`src/rtl/eeg_pkg.sv`:
```
// ----------------------------------------------------------------------------
// eeg_pkg
// Shared types for the extended Euclid GCD core: the sequencer's control
// strobes and the datapath status.
// ----------------------------------------------------------------------------
package eeg_pkg;

	// Control strobes from the sequencer to the datapath
	typedef struct packed {
		logic load;     // take a new request into the remainder pair
		logic div_init; // set up the quotient/remainder pass
		logic div_step; // one restoring-division bit
		logic update;   // rotate remainders and coefficients
	} eeg_ctrl_t;

	// Status from the datapath back to the sequencer
	typedef struct packed {
		logic rem_zero; // current remainder is zero: result is ready
	} eeg_stat_t;

endpackage

```
`src/rtl/eeg_if.sv`:
```
// ----------------------------------------------------------------------------
// eeg_req_if / eeg_rsp_if
// Valid/ready channels for the extended Euclid GCD core: operand requests
// in, divisor and Bezout coefficients out.
// ----------------------------------------------------------------------------
interface eeg_req_if #(
	parameter int unsigned OPERAND_WIDTH = 32
);
	logic                     valid;
	logic                     ready;
	logic [OPERAND_WIDTH-1:0] operand_a;
	logic [OPERAND_WIDTH-1:0] operand_b;

	modport source (output valid, output operand_a, output operand_b, input ready);
	modport sink   (input valid, input operand_a, input operand_b, output ready);
endinterface

interface eeg_rsp_if #(
	parameter int unsigned OPERAND_WIDTH = 32
);
	logic                     valid;
	logic                     ready;
	logic [OPERAND_WIDTH-1:0] divisor;
	logic signed [OPERAND_WIDTH:0] coef_a;
	logic signed [OPERAND_WIDTH:0] coef_b;

	modport source (output valid, output divisor, output coef_a, output coef_b,
		input ready);
	modport sink   (input valid, input divisor, input coef_a, input coef_b,
		output ready);
endinterface

```
`src/rtl/extended_euclid_gcd_core.sv`:
```
// ----------------------------------------------------------------------------
// extended_euclid_gcd_core
// Extended Euclid: gcd of two unsigned operands and their Bezout coefficients.
// ----------------------------------------------------------------------------
// One request (operand_a, operand_b) gives one response with
// divisor = gcd(a, b) and signed coefficients coef_a, coef_b such that
// a*coef_a + b*coef_b = divisor. A zero operand a gives divisor b, coef_a 0,
// coef_b 1; a zero operand b (a nonzero) gives divisor a, coef_a 1, coef_b 0.
// The core runs forward Euclid on the pair (b, a). Each Euclid step is one
// pass of a shared restoring divider, one quotient bit per cycle, which also
// builds quotient times coefficient on the fly. The core takes one request
// at a time; a finished response sits in an output register, so the next
// request is taken while it waits.
// ----------------------------------------------------------------------------
module extended_euclid_gcd_core
	import eeg_pkg::*;
#(
	parameter int unsigned OPERAND_WIDTH = 32
) (
	input  logic       clk,
	input  logic       arst_n,
	eeg_req_if.sink    req,
	eeg_rsp_if.source  rsp
);

	localparam int unsigned W     = OPERAND_WIDTH;
	localparam int unsigned CNT_W = $clog2(W);

	typedef enum logic [1:0] {
		S_IDLE, // waiting for a request
		S_TEST, // check remainder, start a division pass or finish
		S_DIV,  // one quotient bit per cycle
		S_UPD   // rotate remainders and coefficients
	} state_t;

	state_t           state_q;
	logic [CNT_W-1:0] cnt_q;

	eeg_ctrl_t ctrl;
	eeg_stat_t stat;

	logic [W-1:0] dp_divisor;
	logic [W:0]   dp_coef_a, dp_coef_b;

	// response register
	logic         out_valid_q;
	logic [W-1:0] divisor_q;
	logic [W:0]   coef_a_q, coef_b_q;

	logic         out_free;
	logic         finish;

	assign out_free = !out_valid_q || rsp.ready;
	// done when the remainder reached zero and the response slot can take it
	assign finish   = (state_q == S_TEST) && stat.rem_zero && out_free;

	assign req.ready = (state_q == S_IDLE);

	always_comb begin
		ctrl.load     = req.valid && req.ready;
		ctrl.div_init = (state_q == S_TEST) && !stat.rem_zero;
		ctrl.div_step = (state_q == S_DIV);
		ctrl.update   = (state_q == S_UPD);
	end

	eeg_datapath #(
		.OPERAND_WIDTH (W)
	) u_datapath (
		.clk       (clk),
		.ctrl      (ctrl),
		.operand_a (req.operand_a),
		.operand_b (req.operand_b),
		.stat      (stat),
		.divisor   (dp_divisor),
		.coef_a    (dp_coef_a),
		.coef_b    (dp_coef_b)
	);

	// sequencer
	always_ff @(posedge clk or negedge arst_n) begin
		if (!arst_n) begin
			state_q <= S_IDLE;
			cnt_q   <= '0;
		end else begin
			unique case (state_q)
				S_IDLE: begin
					if (req.valid) begin
						state_q <= S_TEST;
					end
				end
				S_TEST: begin
					if (!stat.rem_zero) begin
						cnt_q   <= '0;
						state_q <= S_DIV;
					end else if (out_free) begin
						state_q <= S_IDLE;
					end
				end
				S_DIV: begin
					cnt_q <= cnt_q + CNT_W'(1);
					if (cnt_q == CNT_W'(W-1)) begin
						state_q <= S_UPD;
					end
				end
				S_UPD: begin
					state_q <= S_TEST;
				end
				default: begin
					state_q <= S_IDLE;
				end
			endcase
		end
	end

	// response valid
	always_ff @(posedge clk or negedge arst_n) begin
		if (!arst_n) begin
			out_valid_q <= 1'b0;
		end else if (finish) begin
			out_valid_q <= 1'b1;
		end else if (rsp.ready) begin
			out_valid_q <= 1'b0;
		end
	end

	// response payload
	always_ff @(posedge clk) begin
		if (finish) begin
			divisor_q <= dp_divisor;
			coef_a_q  <= dp_coef_a;
			coef_b_q  <= dp_coef_b;
		end
	end

	assign rsp.valid   = out_valid_q;
	assign rsp.divisor = divisor_q;
	assign rsp.coef_a  = coef_a_q;
	assign rsp.coef_b  = coef_b_q;

endmodule

```
`src/rtl/eeg_datapath.sv`:
```
// ----------------------------------------------------------------------------
// eeg_datapath
// Remainder pair, coefficient pairs and the shared restoring-division step
// that also accumulates quotient times coefficient, MSB first.
// ----------------------------------------------------------------------------
module eeg_datapath
	import eeg_pkg::*;
#(
	parameter int unsigned OPERAND_WIDTH = 32
) (
	input  logic                     clk,
	input  eeg_ctrl_t                ctrl,
	input  logic [OPERAND_WIDTH-1:0] operand_a,
	input  logic [OPERAND_WIDTH-1:0] operand_b,
	output eeg_stat_t                stat,
	output logic [OPERAND_WIDTH-1:0] divisor,
	output logic [OPERAND_WIDTH:0]   coef_a,
	output logic [OPERAND_WIDTH:0]   coef_b
);

	localparam int unsigned W = OPERAND_WIDTH;

	// remainders: previous and current
	logic [W-1:0] rp_q, rc_q;
	// coefficients of a and of b, previous and current (mod 2^(W+1))
	logic [W:0]   cap_q, cac_q, cbp_q, cbc_q;
	// division pass: partial remainder, dividend shifter, q*c accumulators
	logic [W-1:0] rem_q, nq_q;
	logic [W:0]   pa_q, pb_q;

	logic [W:0]   trial;
	logic [W:0]   diff;
	logic         ge;

	// one restoring step: bring down the next dividend bit, try subtract
	always_comb begin
		trial = {rem_q, nq_q[W-1]};
		diff  = trial - {1'b0, rc_q};
		ge    = (trial >= {1'b0, rc_q});
	end

	// payload only, no reset needed
	always_ff @(posedge clk) begin
		if (ctrl.load) begin
			rp_q  <= operand_b;
			rc_q  <= operand_a;
			cbp_q <= (W+1)'(1);
			cbc_q <= '0;
			cap_q <= '0;
			cac_q <= (W+1)'(1);
		end else if (ctrl.update) begin
			rp_q  <= rc_q;
			rc_q  <= rem_q;
			cap_q <= cac_q;
			cac_q <= cap_q - pa_q;
			cbp_q <= cbc_q;
			cbc_q <= cbp_q - pb_q;
		end

		if (ctrl.div_init) begin
			rem_q <= '0;
			nq_q  <= rp_q;
			pa_q  <= '0;
			pb_q  <= '0;
		end else if (ctrl.div_step) begin
			rem_q <= ge ? diff[W-1:0] : trial[W-1:0];
			nq_q  <= {nq_q[W-2:0], 1'b0};
			// Horner form of q*c: shift, add c when the quotient bit is set
			pa_q  <= {pa_q[W-1:0], 1'b0} + (ge ? cac_q : '0);
			pb_q  <= {pb_q[W-1:0], 1'b0} + (ge ? cbc_q : '0);
		end
	end

	assign stat.rem_zero = (rc_q == '0);
	assign divisor       = rp_q;
	assign coef_a        = cap_q;
	assign coef_b        = cbp_q;

endmodule
```
`src/flat_wrapper.sv`:
```
// flat-port wrapper written by rule: the top's interface ports become plain ports
module extended_euclid_gcd_core_flat import eeg_pkg::*;
#(
	parameter int unsigned OPERAND_WIDTH = 32
)
  (clk, arst_n, req_valid, req_operand_a, req_operand_b, req_ready, rsp_valid, rsp_divisor, rsp_coef_a, rsp_coef_b, rsp_ready);
  eeg_req_if #(.OPERAND_WIDTH(OPERAND_WIDTH)) req_i ();
  eeg_rsp_if #(.OPERAND_WIDTH(OPERAND_WIDTH)) rsp_i ();
  input  logic clk;
  input  logic arst_n;
  input wire logic [$bits(req_i.valid)-1:0] req_valid;
  input wire logic [$bits(req_i.operand_a)-1:0] req_operand_a;
  input wire logic [$bits(req_i.operand_b)-1:0] req_operand_b;
  output wire logic [$bits(req_i.ready)-1:0] req_ready;
  output wire logic [$bits(rsp_i.valid)-1:0] rsp_valid;
  output wire logic [$bits(rsp_i.divisor)-1:0] rsp_divisor;
  output wire logic [$bits(rsp_i.coef_a)-1:0] rsp_coef_a;
  output wire logic [$bits(rsp_i.coef_b)-1:0] rsp_coef_b;
  input wire logic [$bits(rsp_i.ready)-1:0] rsp_ready;
  assign req_i.valid = req_valid;
  assign req_i.operand_a = req_operand_a;
  assign req_i.operand_b = req_operand_b;
  assign req_ready = req_i.ready;
  assign rsp_valid = rsp_i.valid;
  assign rsp_divisor = rsp_i.divisor;
  assign rsp_coef_a = rsp_i.coef_a;
  assign rsp_coef_b = rsp_i.coef_b;
  assign rsp_i.ready = rsp_ready;
  extended_euclid_gcd_core #(.OPERAND_WIDTH(OPERAND_WIDTH)) u_core (.clk(clk), .arst_n(arst_n), .req(req_i), .rsp(rsp_i));
endmodule
```
`config.mk`:
```
export PLATFORM = sky130hd
export DESIGN_NAME = extended_euclid_gcd_core_flat
export DESIGN_NICKNAME = d
export VERILOG_FILES = /design/src/rtl/eeg_pkg.sv /design/src/rtl/eeg_if.sv /design/src/rtl/extended_euclid_gcd_core.sv /design/src/rtl/eeg_datapath.sv /design/src/flat_wrapper.sv
export SDC_FILE = /design/constraint.sdc
export NUM_CORES = 1
export LEC_CHECK = 0
export CAP_MARGIN = 20
export CORE_MARGIN = 3
export CORE_UTILIZATION = 58
export DETAILED_ROUTE_END_ITERATION = 8
export DONT_BUFFER_PORTS = 1
export PLACE_DENSITY = 0.86
export SYNTH_ARGS = -nofsm -noshare
export SYNTH_HDL_FRONTEND = slang
export SYNTH_SLANG_ARGS = --single-unit
```
`constraint.sdc`:
```
create_clock -name clk -period 6.1 [get_ports clk]
set_input_delay 1.525 -clock clk [delete_from_list [all_inputs] [get_ports clk]]
set_output_delay 1.525 -clock clk [all_outputs]
set_load 0.005 [all_outputs]
```
==> out/results.txt <==
max_cap viols - 0
unrepaired setup endpoints after global routing - no
Multi-input gate area - 12800 um^2
Setup crit end kind - flip-flop
first-pass GRT wire length - 97800 um
post-layout min period - 5.68 ns
VDD IR max - 0.192 mV
syn nets - 2869
Die Wd - 211 um
Die Ht - 211 um
clock latency on the worst-skew pair - 0.60 ns
Yosys top cell by area - edfxtp_1
# IOs - 168
Critical R2R Launch - u_core.u_datapath.rc_q[28]$_DFFE_PP_
maximum fanout along the worst path - 29
# diodes - 0
clock sink count - 432
1st-pass router iterations - 5
Final Non-Filler Cells - 3162
DR vias/cell - 6.09
initial antenna violation count - 0
most instantiated cells after synthesis - 344 x nand2_1, 280 x nor2_1, 230 x dfxtp_1, 194 x edfxtp_1, 166 x a21oi_1
vias in the first global route - 19100
Netlist Area Pre-Place - 24300 um^2
Setup crit end - u_core.u_datapath.pb_q[21]$_SDFFE_PP0P_
final critical-path share of the clock period - 93.1%
synth top area cells - edfxtp_1 24%, dfxtp_1 19%, ha_1 8.4%, mux2i_1 6.5%, nand2_1 5.3%
global route overflow - 0
final setup fails - 0
Hold/Removal Path Class - flip-flop to flip-flop
YS warnings - 0
area grow syn2layout - 8.33%
cts hold-fix bufs - 0
Yosys reg bits - 432
WL/cell - 19.3 um
R2R Setup Slk - 0.42 ns
Layout Nets - 2829
core area - 41100 um^2
Post-synth EDFFs - 194
count leader, synth - nand2_1
RD Place Congestion - 0.972
Fill cells - 3245
H-tree Lvls - 2
Max-slew headroom - 26.7%
largest net degree at the start of global routing - 92
CTS tree - yes
TritonCTS Buffers - 46
startpoint types - flip-flop
Port Buffers - 0
register area share after synthesis - 43.7%
critical path launch point - u_core.u_datapath.rc_q[28]$_DFFE_PP_
Leak - 11.3 nW
Initial Util - 59.1%
DPL Wire Length - 42700 um
worst-case clock buffer depth - 3
full die area - 44400 um^2
Post-synth ARST share - 1.85%
WP data required - 6.54 ns
Avg Cell Area, Syn - 9.24 um^2
share of post-route cells with drive strength above 1 - 4.90%
R2R depth - 21
final wirelength - 61000 um
number of distinct library cells after synthesis - 80
Total GRT Usage - 26.9%
status - finished, final reports clean
Worst-Margin Slew - 1.10 ns
FF/Latch Area - 10600 um^2
Cell Pwr Density - 223 nW/um^2
Worst EP arrival - 6.13 ns
root buffer cell - clkbuf_16
Cells after DPL - 3074
antenna-violating nets left - 0
clk_skew - 0.0276 ns
Final Hold Vio Count - 0
critical path type - flip-flop to flip-flop
ys flop type - dfxtp_1
Cells after Synth - 2632
Max Clk Rate - 176 MHz
detailed-route via count - 19300
DRC Markers - 0
DR iter-0 viols - 1309
Post-Route Setup TNS - 0 ns
Worst-path clk slew - 0.06 ns
Final Max Tran Viols - 0
reg2reg end - u_core.u_datapath.pb_q[21]$_SDFFE_PP0P_
Rows - 74
area share of the largest cell type after synthesis - 24.0%
## logic make-up (layout without fill, tap and decap cells)
kind of cell / Yosys count / count (layout) / synth area share (%)
AOI/OAI and AO/OA: 613 / 614 / 16.2
xor gates and xnor gates: 125 / 125 / 4.50
muxes: 162 / 162 / 6.69
buffers and inverters: 252 / 249 / 3.98
DFF: 432 / 432 / 43.7
and+or+nand+nor: 879 / 879 / 16.1
adders and majority gates: 169 / 169 / 8.85
## through the flow
stage	hold slack, ns	cell area (um^2)	util, %	power [mW]	setup WS [ns]
6_report	0.452	26300	64.1	5.88	0.420
5_1_grt	0.456	26300	64.1	6.05	0.0309
4_1_cts	0.449	26300	64.0	5.93	0.390
3_5_place_dp	0.423	24800	60.2	3.06	0.437
3_3_place_gp	0.423	24800	60.2	3.06	0.673
2_1_floorplan	0.408	24300	-	3.06	1.03
## registers in the layout, indices dropped and copies added (netlist names)
signal,flops
u_core.u_datapath.rc_q,32
u_core.u_datapath.coef_b,33
u_core.rsp.divisor,32
u_core.u_datapath.rem_q,32
u_core.rsp.coef_b,33
u_core.u_datapath.cac_q,33
u_core.state_q,2
u_core.u_datapath.pa_q,33
u_core.u_datapath.coef_a,33
u_core.u_datapath.pb_q,33
u_core.cnt_q,5
u_core.u_datapath.cbc_q,33
u_core.rsp.valid,1
u_core.u_datapath.divisor,32
u_core.rsp.coef_a,33
u_core.u_datapath.nq_q,32
## routing by layer
metal	GRT usage (%)	wire (um)	vias to the layer above	part of all wire, %
li1	-	-	9233	-
met1	34.1	25600	9191	42
met3	4.69	3710	176	6.1
met2	46.0	29300	654	48
met5	0	0	-	0
met4	10.9	2390	0	3.9
## how the worst min path moves through the flow
stage / start / end / slack (ns) / cells past startpoint
2_1_floorplan: u_core.u_datapath.coef_b[0]$_SDFFE_PP1P_ / u_core.rsp.coef_b[0]$_DFFE_PP_ / 0.41 / 0
3_3_place_gp: u_core.u_datapath.coef_b[0]$_SDFFE_PP1P_ / u_core.rsp.coef_b[0]$_DFFE_PP_ / 0.42 / 0
3_5_place_dp: u_core.u_datapath.coef_b[0]$_SDFFE_PP1P_ / u_core.rsp.coef_b[0]$_DFFE_PP_ / 0.42 / 0
4_1_cts: u_core.u_datapath.divisor[10]$_DFFE_PP_ / u_core.rsp.divisor[10]$_DFFE_PP_ / 0.45 / 0
5_1_grt: u_core.u_datapath.divisor[10]$_DFFE_PP_ / u_core.rsp.divisor[10]$_DFFE_PP_ / 0.46 / 0
6_report: u_core.u_datapath.divisor[10]$_DFFE_PP_ / u_core.rsp.divisor[10]$_DFFE_PP_ / 0.45 / 0
## layout by cell type (no fill, tap or decap), types with 13 or more instances in the layout
cell,n
a211oi_1,41
a21o_1,81
a21oi_1,166
a31oi_1,32
and2_1,73
and3_1,24
buf_4,21
clkbuf_16,46
dfxtp_1,230
edfxtp_1,194
ha_1,162
inv_1,138
mux2i_1,159
nand2_1,344
nand2b_1,15
nand3_1,37
nand4_1,18
nor2_1,279
nor2b_1,17
nor3_1,24
o211ai_1,13
o21a_1,29
o21ai_0,145
o21bai_1,18
xnor2_1,76
xor2_1,49
## worst max-delay path, cell delays in order, from the launching register on
cell       delay (ns)
edfxtp_1         0.35
inv_1            0.08
ha_1             0.42
nand4_1          0.22
or3_1            0.43
a311oi_2         0.36
nor3_4           0.13
buf_4            0.16
a21oi_4          0.41
buf_4            0.34
and2_1           0.16
ha_1             0.26
o21ai_0          0.30
o21bai_1         0.14
a21oi_2          0.23
nand3_1          0.14
a41oi_2          0.33
o21bai_1         0.20
and4_1           0.25
a2111oi_2        0.35
xor2_1           0.17
o22ai_1          0.08
## layout make-up
cell class                      instances  share of cell area [%]
Clock inverter                         27                    1.14
Sequential cell                       432                    40.4
Multi-Input combinational cell       1949                    48.6
Inverter                              142                    2.02
Timing Repair Buffer                   21                   0.599
Clock buffer                           59                    4.71
Tap cell                              532                    2.53
## power by group
group	total (mW)	leakage, nW	internal, mW	switching (mW)
clock network	2.88	0.752	1.69	1.19
logic	0.000474	6.95	0.000467	0
registers	3.00	3.60	3.00	0
total	5.88	11.3	4.69	1.19
## timing repair
item	in CTS	in global routing
hold endpoints to repair	0	0
gates resized for setup	0	4
setup endpoints to repair	0	10
setup buffers	0	1
Note: power is estimated with default switching activity, not from simulation.
